`config.mk`:
```
export PLATFORM = sky130hd
export DESIGN_NAME = tcp_option_order_matcher_top
export DESIGN_NICKNAME = d
export VERILOG_FILES = /design/src/hdl/tcpoom_pkg.sv /design/src/hdl/tcpoom_cfg.sv /design/src/hdl/tcpoom_sig_table.sv /design/src/hdl/tcpoom_walker.sv /design/src/hdl/tcp_option_order_matcher_top.sv
export VERILOG_INCLUDE_DIRS = /design/src /design/src/hdl
export SDC_FILE = /design/constraint.sdc
export NUM_CORES = 1
export LEC_CHECK = 0
export BUFFER_PORTS_ARGS = -buffer_cell sky130_fd_sc_hd__buf_4
export CORE_ASPECT_RATIO = 1.5
export CORE_MARGIN = 2
export CORE_UTILIZATION = 56
export DETAILED_ROUTE_END_ITERATION = 7
export PLACE_DENSITY = 0.84
export SKIP_LAST_GASP = 1
export SYNTH_ARGS = -nofsm -noshare
export SYNTH_HDL_FRONTEND = slang
export SYNTH_SLANG_ARGS = --single-unit
```
`constraint.sdc`:
```
create_clock -name clk -period 11.1 [get_ports clk]
set_clock_uncertainty 0.05 [all_clocks]
set_input_delay 2.22 -clock clk [delete_from_list [all_inputs] [get_ports clk]]
set_output_delay 2.22 -clock clk [all_outputs]
set_load 0.02 [all_outputs]
```
`src/hdl/tcp_option_order_matcher_top_macros.svh`:
```
// Assertion macros used by the matcher top-level RTL.
`ifndef TCP_OPTION_ORDER_MATCHER_TOP_MACROS_SVH
`define TCP_OPTION_ORDER_MATCHER_TOP_MACROS_SVH

`ifndef SYNTH
`define TOOM_ASSERT(lbl, prop) \
  lbl: assert property (@(posedge clk) disable iff (!rst_n) prop) \
    else $error("matcher assertion failed");
`define TOOM_ASSERT_NEVER(lbl, expr) \
  lbl: assert property (@(posedge clk) disable iff (!rst_n) !(expr)) \
    else $error("matcher forbidden condition seen");
`else
`define TOOM_ASSERT(lbl, prop)
`define TOOM_ASSERT_NEVER(lbl, expr)
`endif

`endif

```
`src/hdl/tcpoom_pkg.sv`:
```
package tcpoom_pkg;

  localparam int NUM_SLOTS = 22;
  localparam int SLOT_W    = 3;
  localparam int LIST_W    = 64;
  localparam int SLOT_BITS = SLOT_W * NUM_SLOTS;
  localparam int EXT_W     = (SLOT_BITS > LIST_W) ? SLOT_BITS : LIST_W;
  localparam int POS_W     = $clog2(NUM_SLOTS);
  localparam int NUM_CODES = 4;
  localparam int CFG_IDX_W = 8;
  localparam int GRADE_W   = 2;

  localparam logic [EXT_W-1:0] EXT_MASK = {EXT_W{1'b1}} >> (EXT_W - SLOT_BITS);

  localparam logic [CFG_IDX_W-1:0] CFG_MSS       = 8'd0;
  localparam logic [CFG_IDX_W-1:0] CFG_WINDOW    = 8'd1;
  localparam logic [CFG_IDX_W-1:0] CFG_SACK      = 8'd2;
  localparam logic [CFG_IDX_W-1:0] CFG_TIMESTAMP = 8'd3;

  localparam logic [GRADE_W-1:0] GRADE_CONFLICT = 2'd0;
  localparam logic [GRADE_W-1:0] GRADE_COMPAT   = 2'd1;
  localparam logic [GRADE_W-1:0] GRADE_IDENT    = 2'd2;

  typedef logic [SLOT_W-1:0] slot_t;
  typedef slot_t [NUM_CODES-1:0] code_set_t;
  typedef logic [EXT_W-1:0] list_t;

  typedef struct packed {
    logic             found;
    logic [POS_W-1:0] pos;
  } lookup_t;

  typedef struct packed {
    logic               busy;
    logic               done;
    logic [GRADE_W-1:0] grade;
  } walk_status_t;

  function automatic list_t ext_list(input logic [LIST_W-1:0] v);
    list_t e;
    e = EXT_W'(v);
    return e & EXT_MASK;
  endfunction

endpackage

```
`src/hdl/tcpoom_cfg.sv`:
```
module tcpoom_cfg (
  input  logic                               clk,
  input  logic                               rst_n,
  input  logic                               wr_en,
  input  logic [tcpoom_pkg::CFG_IDX_W-1:0]   wr_index,
  input  tcpoom_pkg::slot_t                  wr_data,
  output tcpoom_pkg::code_set_t              codes
);

  tcpoom_pkg::code_set_t codes_r;
  tcpoom_pkg::code_set_t codes_nxt;

  always_comb begin
    codes_nxt = codes_r;
    if (wr_en) begin
      case (wr_index)
        tcpoom_pkg::CFG_MSS:       codes_nxt[0] = wr_data;
        tcpoom_pkg::CFG_WINDOW:    codes_nxt[1] = wr_data;
        tcpoom_pkg::CFG_SACK:      codes_nxt[2] = wr_data;
        tcpoom_pkg::CFG_TIMESTAMP: codes_nxt[3] = wr_data;
        default:                   codes_nxt = codes_r;
      endcase
    end
  end

  always_ff @(posedge clk) begin
    if (!rst_n) begin
      codes_r[0] <= 3'd1;
      codes_r[1] <= 3'd2;
      codes_r[2] <= 3'd3;
      codes_r[3] <= 3'd4;
    end else begin
      codes_r <= codes_nxt;
    end
  end

  assign codes = codes_r;

endmodule

```
`src/hdl/tcpoom_sig_table.sv`:
```
module tcpoom_sig_table (
  input  logic                  clk,
  input  logic                  load,
  input  tcpoom_pkg::list_t     sig_in,
  input  tcpoom_pkg::slot_t     code,
  output tcpoom_pkg::lookup_t   result
);

  tcpoom_pkg::slot_t [tcpoom_pkg::NUM_SLOTS-1:0] slots_r;
  logic [tcpoom_pkg::NUM_SLOTS-1:0]              alive_r;
  logic [tcpoom_pkg::NUM_SLOTS-1:0]              alive_nxt;

  // A slot is searchable only while some signature bit at or above it is set.
  always_comb begin
    for (int p = 0; p < tcpoom_pkg::NUM_SLOTS; p++) begin
      alive_nxt[p] = |(sig_in >> (p * tcpoom_pkg::SLOT_W));
    end
  end

  always_ff @(posedge clk) begin
    if (load) begin
      for (int p = 0; p < tcpoom_pkg::NUM_SLOTS; p++) begin
        slots_r[p] <= sig_in[p*tcpoom_pkg::SLOT_W +: tcpoom_pkg::SLOT_W];
      end
      alive_r <= alive_nxt;
    end
  end

  always_comb begin
    result = '0;
    for (int p = tcpoom_pkg::NUM_SLOTS - 1; p >= 0; p--) begin
      if (alive_r[p] && (slots_r[p] == code)) begin
        result.found = 1'b1;
        result.pos   = tcpoom_pkg::POS_W'(p);
      end
    end
  end

endmodule

```
`src/hdl/tcpoom_walker.sv`:
```
module tcpoom_walker (
  input  logic                      clk,
  input  logic                      rst_n,
  input  logic                      start,
  input  tcpoom_pkg::list_t         tgt_in,
  input  logic                      eq_in,
  input  tcpoom_pkg::code_set_t     codes,
  input  tcpoom_pkg::lookup_t       lookup,
  input  logic                      res_free,
  output tcpoom_pkg::slot_t         code,
  output tcpoom_pkg::walk_status_t  status
);

  localparam logic ST_IDLE = 1'b0;
  localparam logic ST_RUN  = 1'b1;

  logic                          state_r, state_nxt;
  tcpoom_pkg::list_t             tgt_r, tgt_nxt;
  logic                          eq_r, eq_nxt;
  logic [tcpoom_pkg::POS_W-1:0]  last_r, last_nxt;
  logic                          have_last_r, have_last_nxt;
  logic                          important;
  logic                          fin;
  logic [tcpoom_pkg::GRADE_W-1:0] grade;

  assign code = tgt_r[tcpoom_pkg::SLOT_W-1:0];

  always_comb begin
    important = 1'b0;
    for (int i = 0; i < tcpoom_pkg::NUM_CODES; i++) begin
      if (codes[i] == code) important = 1'b1;
    end
  end

  always_comb begin
    state_nxt     = state_r;
    tgt_nxt       = tgt_r;
    eq_nxt        = eq_r;
    last_nxt      = last_r;
    have_last_nxt = have_last_r;
    fin           = 1'b0;
    grade         = tcpoom_pkg::GRADE_COMPAT;
    case (state_r)
      ST_IDLE: begin
        if (start) begin
          tgt_nxt       = tgt_in;
          eq_nxt        = eq_in;
          have_last_nxt = 1'b0;
          state_nxt     = ST_RUN;
        end
      end
      ST_RUN: begin
        if (eq_r) begin
          fin   = 1'b1;
          grade = tcpoom_pkg::GRADE_IDENT;
        end else if (tgt_r == '0) begin
          fin = 1'b1;
        end else if (important && lookup.found && have_last_r && (lookup.pos < last_r)) begin
          fin   = 1'b1;
          grade = tcpoom_pkg::GRADE_CONFLICT;
        end else begin
          tgt_nxt = tgt_r >> tcpoom_pkg::SLOT_W;
          if (important && lookup.found) begin
            last_nxt      = lookup.pos;
            have_last_nxt = 1'b1;
          end
        end
        if (fin && res_free) begin
          state_nxt = ST_IDLE;
        end
      end
      default: state_nxt = ST_IDLE;
    endcase
  end

  always_ff @(posedge clk) begin
    if (!rst_n) begin
      state_r     <= ST_IDLE;
      have_last_r <= 1'b0;
    end else begin
      state_r     <= state_nxt;
      have_last_r <= have_last_nxt;
    end
  end

  always_ff @(posedge clk) begin
    tgt_r  <= tgt_nxt;
    eq_r   <= eq_nxt;
    last_r <= last_nxt;
  end

  assign status.busy  = (state_r == ST_RUN);
  assign status.done  = fin && res_free;
  assign status.grade = grade;

endmodule

```
`src/hdl/tcp_option_order_matcher_top.sv`:
```
// Timing: an accepted item loads the walker; identical lists finish at once, otherwise the
// walker first steps past k target slots (0 to 22), and the result is then registered.
// A new item is accepted only once the walker is idle; the walker takes one 3-bit slot a cycle.
// A finished walk waits in the walker while the held result register waits for out_tready.
// Reset: option codes return to 1, 2, 3 and 4, the walker idles, and no result is pending.
`include "tcp_option_order_matcher_top_macros.svh"

module tcp_option_order_matcher_top (
  input  logic                              clk,
  input  logic                              rst_n,
  input  logic                              in_tvalid,
  output logic                              in_tready,
  // Fields from bit 0: target_list[63:0], signature_list[127:64].
  input  logic [127:0]                      in_tdata,
  output logic                              out_tvalid,
  input  logic                              out_tready,
  // Fields from bit 0: match_grade[1:0], zero fill [7:2].
  output logic [7:0]                        out_tdata,
  input  logic                              cfg_valid,
  output logic                              cfg_ready,
  input  logic [tcpoom_pkg::CFG_IDX_W-1:0]  cfg_index,
  input  logic [tcpoom_pkg::SLOT_W-1:0]     cfg_data
);

  tcpoom_pkg::code_set_t          codes;
  tcpoom_pkg::list_t              tgt_ext;
  tcpoom_pkg::list_t              sig_ext;
  tcpoom_pkg::lookup_t            lookup;
  tcpoom_pkg::slot_t              code;
  tcpoom_pkg::walk_status_t       status;
  logic                           start;
  logic                           res_free;
  logic                           out_valid_r, out_valid_nxt;
  logic [tcpoom_pkg::GRADE_W-1:0] out_grade_r;

  assign cfg_ready = 1'b1;
  assign in_tready = !status.busy;
  assign start     = in_tvalid && in_tready;
  assign res_free  = !out_valid_r || out_tready;
  assign tgt_ext   = tcpoom_pkg::ext_list(in_tdata[63:0]);
  assign sig_ext   = tcpoom_pkg::ext_list(in_tdata[127:64]);

  tcpoom_cfg u_cfg (
    .clk      (clk),
    .rst_n    (rst_n),
    .wr_en    (cfg_valid && cfg_ready),
    .wr_index (cfg_index),
    .wr_data  (cfg_data),
    .codes    (codes)
  );

  tcpoom_sig_table u_sig (
    .clk    (clk),
    .load   (start),
    .sig_in (sig_ext),
    .code   (code),
    .result (lookup)
  );

  tcpoom_walker u_walk (
    .clk      (clk),
    .rst_n    (rst_n),
    .start    (start),
    .tgt_in   (tgt_ext),
    .eq_in    (tgt_ext == sig_ext),
    .codes    (codes),
    .lookup   (lookup),
    .res_free (res_free),
    .code     (code),
    .status   (status)
  );

  always_comb begin
    out_valid_nxt = out_valid_r;
    if (status.done) begin
      out_valid_nxt = 1'b1;
    end else if (out_tready) begin
      out_valid_nxt = 1'b0;
    end
  end

  always_ff @(posedge clk) begin
    if (!rst_n) begin
      out_valid_r <= 1'b0;
    end else begin
      out_valid_r <= out_valid_nxt;
    end
  end

  always_ff @(posedge clk) begin
    if (status.done) begin
      out_grade_r <= status.grade;
    end
  end

  assign out_tvalid = out_valid_r;
  assign out_tdata  = {6'd0, out_grade_r};

  `TOOM_ASSERT(a_one_item_at_a_time, in_tvalid && in_tready |=> !in_tready)
  `TOOM_ASSERT(a_done_needs_room, status.done |-> (!out_valid_r || out_tready))
  `TOOM_ASSERT(a_grade_legal, out_valid_r |-> (out_grade_r <= tcpoom_pkg::GRADE_IDENT))
  `TOOM_ASSERT_NEVER(a_no_start_while_busy, start && status.busy)

endmodule
```
Yosys cells after proc, flatten, opt, wreduce, memory -nomap -nowiden
Cells that the tools add are included.

Bits in registers: 175. Word-level logic and storage cells: 187. Input bits: 144.

Multiplexer cells: 50. Eq/ne operators: 35. Bitwise operators: 4. $lt $le $gt $ge: 1. Reduce and logical (&&, ||, !) cells: 63.

Operators by type and width (number): $mux 66 (4); $mux 6 (22); $pmux 66 s2 (1); $eq 3x3->1 (25); $logic_not 66->1 (1); $eq 64x64->1 (1); $reduce_or 64->1 (1); $reduce_or 61->1 (1); $reduce_or 58->1 (1); $reduce_or 55->1 (1); $reduce_or 52->1 (1); $reduce_or 49->1 (1); $reduce_or 46->1 (1); $reduce_or 43->1 (1); $reduce_or 40->1 (1); $reduce_or 37->1 (1); $reduce_or 34->1 (1); $reduce_or 31->1 (1); $logic_and 1x1->1 (28); $reduce_or 28->1 (1); $reduce_or 25->1 (1); $reduce_or 22->1 (1); $mux 1 (19); $reduce_or 19->1 (1); other kinds (20) (36).

Depth between registers and ports, before layout
Word-level depth: 34. Gate-level depth with buffers: 16. Depth with buffers taken out: 14.

Hierarchy
A second synthesis with hierarchy kept.

Cell total of the unflattened synthesis: 659. Area total of the unflattened synthesis: 8888.5 µm².

By module, submodules not included: tcpoom_sig_table (cells an instance 278, sequential area each 2642.5 µm², times used 1, area each 3983.8 µm²); tcpoom_walker (cells an instance 229, sequential area each 2202.1 µm², times used 1, area each 3514.6 µm²); tcp_option_order_matcher_top (cells an instance 102, sequential area each 80.1 µm², times used 1, area each 865.8 µm²); tcpoom_cfg (cells an instance 50, sequential area each 240.2 µm², times used 1, area each 524.3 µm²).

Least setup slack after synthesis
No wires, ideal clock.

Kind: input to register. Start: input in_tvalid. End: register u_walk.tgt_r[0], enable pin. Library setup time: 0.427 ns. Stages: 2. Data arrival time: 7.930 ns. Slack: 2.693 ns. Path through: nor2b_1 -> o22a_1.

Word-level cells in the longest chain between the ends: 3.

Ends and longest elaborated chain: start, declared (RTL line tcp_option_order_matcher_top.sv:11) `input logic in_tvalid,`; $logic_and 1x1->1 (RTL line tcp_option_order_matcher_top.sv:38) `assign start = in_tvalid && in_tready;`; $ne 2x2->1 (no line); $reduce_and 4->1 (no line); end signal, assigned (RTL line tcpoom_walker.sv:87) `tgt_r <= tgt_nxt;`; end, declared (RTL line tcpoom_walker.sv:18) `tcpoom_pkg::list_t tgt_r, tgt_nxt;`.

No other way between the ends. A chain may end at the register's enable or synchronous reset.

==> impl_metrics.json <==
{
  "gr-total-overflow": 0,
  "synth_async_sr_flop_share_pct": 0,
  "postSynthCellCount": 632,
  "grt.total_usage_pct": 27.98,
  "detailedRoute.firstPassIterationCount": 5,
  "crit_required_ps": 11110,
  "start_util_pct": 56.93,
  "finalMaxSlewViolations": 0,
  "post_synth_instance_area_sq_mm": 0.008541,
  "drv.max_cap_violation_count": 0,
  "vias": 5958,
  "synth_top_area_cell": "sky130_fd_sc_hd__edfxtp_1",
  "power.density_cell_area_mw_per_mm2": 160.8,
  "setup-tns-final_ps": 0,
  "cts.reportedPaths.clkPinSlew_ps": 60,
  "tritoncts_num_sinks": 172,
  "power.ir.vdd_worst_v": 0.00009129,
  "grt_antenna_before_repair": 0,
  "layout_min_cycle_time_ps": 4343,
  "place.port_buffers": 147,
  "p_total_uw": 1673,
  "synth.top_cell.area_share_pct": 55.20,
  "first_global_vias": 6147,
  "antennaDiodeCount": 0,
  "count_of_flip_flops_with_a_built_in_enable_after_synthesis": 157,
  "crit_type": "flip-flop to flip-flop",
  "max_slew.worst_pin.slew_ps": 1081,
  "holdBufCountCts": 0,
  "grt_first_pass_wirelength_um": 33790,
  "worst_setup_path_start_kind": "flip-flop",
  "timing_hold_violations_final": 0,
  "nets": 932,
  "routed_wirelength_um": 22440,
  "crit_path_max_fo": 64,
  "synthMostInstantiatedCell": "sky130_fd_sc_hd__edfxtp_1",
  "grt_start_max_net_pins": 89,
  "cts.path.max_buffers": 2,
  "worstHoldPathType": "flip-flop to flip-flop",
  "cts_tree": "yes",
  "placed_cells": 964,
  "drt_iter0_drc": 478,
  "die_w_um": 104.8,
  "core_area_sq_mm": 0.01500,
  "synthesis.area_per_instance_sq_um": 13.51,
  "finalNonFillerCells": 996,
  "cts_resized": 0,
  "yosysWarnings": 0,
  "syn2layout_area_growth_pct": 21.78,
  "drtAntennaViolNets": 0,
  "slew_headroom_pct": 27.93,
  "gp_routability_congestion": 1.020,
  "synth-seq-cells": 172,
  "static-leakage-power_uw": 0.003735,
  "layout_worst_path_cycle_share_pct": 39.13,
  "drcViolationCount": 0,
  "insertion_delay_ps": 430,
  "outcome": "completed",
  "cts_inserted_buffers": 17,
  "place.detailed.hpwl_um": 16990,
  "clk_root_buffer_cell": "sky130_fd_sc_hd__clkbuf_16",
  "cts_setup_buffers": 0,
  "fmax_ghz": 0.2303,
  "num_ports": 155,
  "ys.flop_type": "sky130_fd_sc_hd__edfxtp_1",
  "cts.htree.levels": 4,
  "post_synth_main_area_contributors": "sky130_fd_sc_hd__edfxtp_1 55%, sky130_fd_sc_hd__mux2_2 8.0%, sky130_fd_sc_hd__xnor2_1 7.3%",
  "netlist_top_cells_count": "157 x sky130_fd_sc_hd__edfxtp_1, 71 x sky130_fd_sc_hd__xnor2_1, 64 x sky130_fd_sc_hd__xor2_1",
  "worst_setup_path_end_kind": "flip-flop",
  "floorplan.die_area_sq_mm": 0.01628,
  "unrepaired_setup_endpoints_after_global_routing": "false",
  "synth_cell_type_count": 61,
  "final_layout_size_suffix_gt1_share_pct": 33.00,
  "chipHeight_um": 155.3,
  "worst_ep_arrival_time_ps": 4350,
  "avgRoutedWirePerCell_um": 22.53,
  "synth_sequential_area_ratio_pct": 58.72,
  "post_drt_via_cell_ratio": 5.982,
  "num_rows": 55,
  "setup-violations-final": 0
}
-- registers in the layout, summed over array words and instances (netlist names) --
name,cells
out_grade_r,2
out_tvalid,1
u_cfg.codes,12
u_sig.alive_r,21
u_sig.slots_r,64
u_walk.eq_r,1
u_walk.have_last_r,1
u_walk.last_r,5
u_walk.state_r,1
u_walk.tgt_r,64
-- cells by family after synthesis --
logic type / Yosys count / share of synthesized area (%)
compound gates: 29 / 2.549
xor+xnor: 135 / 13.84
fa+ha+maj: 4 / 0.5860
buf+inv: 38 / 2.241
flops: 172 / 58.72
mux: 73 / 9.449
other cells: 2 / 0.08793
simple gates: 179 / 12.53
-- stage by stage --
| step | cell area (sq um) | utilization, % | setup slack [ps] | hold WS [ps] |
|---|---|---|---|---|
| after detailed placement | 9824 | 65.49 | 6389 | 450.5 |
| after CTS | 10400 | 69.33 | 6783 | 474.4 |
| final | 10400 | 69.33 | 6757 | 476.4 |
| after global placement | 9824 | 65.49 | 6489 | 431.2 |
| after floorplan | 8559 | - | 2693 | 413.2 |
| after global routing | 10400 | 69.33 | 6500 | 496.0 |
-- power by group --
group	internal (uW)	switching [uW]	total, uW	leakage [uW]
Clock	334	257	591	0.000265
Sequential	770	25.5	795	0.00158
Combinational	128	159	287	0.00189
Total	1230	441	1670	0.00373
-- layout by cell type, fill, tap and decap left out, types with 2 or more instances in the layout --
cell                         netlist  final
sky130_fd_sc_hd__nand2_1          22     22
sky130_fd_sc_hd__nor2b_1           7      6
sky130_fd_sc_hd__nor2_1           15     15
sky130_fd_sc_hd__conb_1            2      7
sky130_fd_sc_hd__edfxtp_1        157    157
sky130_fd_sc_hd__dfxtp_1          15     14
sky130_fd_sc_hd__and3_1            2      2
sky130_fd_sc_hd__o22ai_1           3      3
sky130_fd_sc_hd__a211oi_1          2      2
sky130_fd_sc_hd__inv_1            12     12
sky130_fd_sc_hd__nand3_1          12     12
sky130_fd_sc_hd__ha_1              4      4
sky130_fd_sc_hd__o21ai_0           4      4
sky130_fd_sc_hd__o211ai_1          2      2
sky130_fd_sc_hd__nand4_1          32     32
sky130_fd_sc_hd__xnor2_1          71     71
sky130_fd_sc_hd__or2_2             2      2
sky130_fd_sc_hd__inv_6             0      2
sky130_fd_sc_hd__nor4_1           37     37
sky130_fd_sc_hd__clkbuf_1          3      3
sky130_fd_sc_hd__clkbuf_16         0     17
sky130_fd_sc_hd__mux2i_1          12     12
sky130_fd_sc_hd__or3_1             9      9
sky130_fd_sc_hd__nand3b_1          2      2
sky130_fd_sc_hd__or3_2             2      2
sky130_fd_sc_hd__nor3_1           15     15
sky130_fd_sc_hd__and4_1            3      3
sky130_fd_sc_hd__nand4bb_1         2      2
sky130_fd_sc_hd__bufinv_16         0      2
sky130_fd_sc_hd__xor2_1           64     64
sky130_fd_sc_hd__clkinvlp_4        0      5
sky130_fd_sc_hd__mux2_2           61     61
sky130_fd_sc_hd__a31oi_1           2      2
sky130_fd_sc_hd__nand2b_1          5      5
sky130_fd_sc_hd__buf_4             9    153
sky130_fd_sc_hd__a21oi_1           3      3
-- final cells by class --
type                            count  area (sq um)
Sequential cell                   172          5016
Fill cell                        1071          4601
Multi-Input combinational cell    427          3362
Timing Repair Buffer              153          1149
Clock buffer                       20         436.7
Tap cell                          199         249.0
Clock inverter                     12         140.1
Inverter                           13         48.80
-- worst paths after layout --
| check | startpoint | to | slack [ps] | depth (start not counted) |
|---|---|---|---|---|
| setup / recovery | u_walk.tgt_r[0] | u_walk.tgt_r[62] | 6760 | 13 |
| hold / removal | u_cfg.codes[11] | u_cfg.codes[11] | 480 | 2 |
| setup reg to reg | u_walk.tgt_r[0] | u_walk.tgt_r[62] | 6760 | 13 |
| hold reg to reg | u_cfg.codes[11] | u_cfg.codes[11] | 480 | 2 |
-- per-layer routing --
| layer | global-route usage, % | wire length, um |
|---|---|---|
| met3 | 4.650 | 1271 |
| met2 | 47.71 | 11510 |
| met1 | 31.97 | 8041 |
| met5 | 0 | 0 |
| met4 | 19.62 | 1617 |
-- critical path, stage by stage, from the launching register on --
cell                       delay, ps
sky130_fd_sc_hd__edfxtp_1        350
sky130_fd_sc_hd__buf_4           430
sky130_fd_sc_hd__xnor2_1         170
sky130_fd_sc_hd__nand4_1         180
sky130_fd_sc_hd__a211oi_1        330
sky130_fd_sc_hd__o211ai_1        130
sky130_fd_sc_hd__a31oi_1         240
sky130_fd_sc_hd__o211ai_1        120
sky130_fd_sc_hd__a31oi_1         240
sky130_fd_sc_hd__ha_1            170
sky130_fd_sc_hd__nand4_1         130
sky130_fd_sc_hd__o31ai_2         500
sky130_fd_sc_hd__o22a_2          230
sky130_fd_sc_hd__buf_4           660
(Power assumes the default switching activity.)
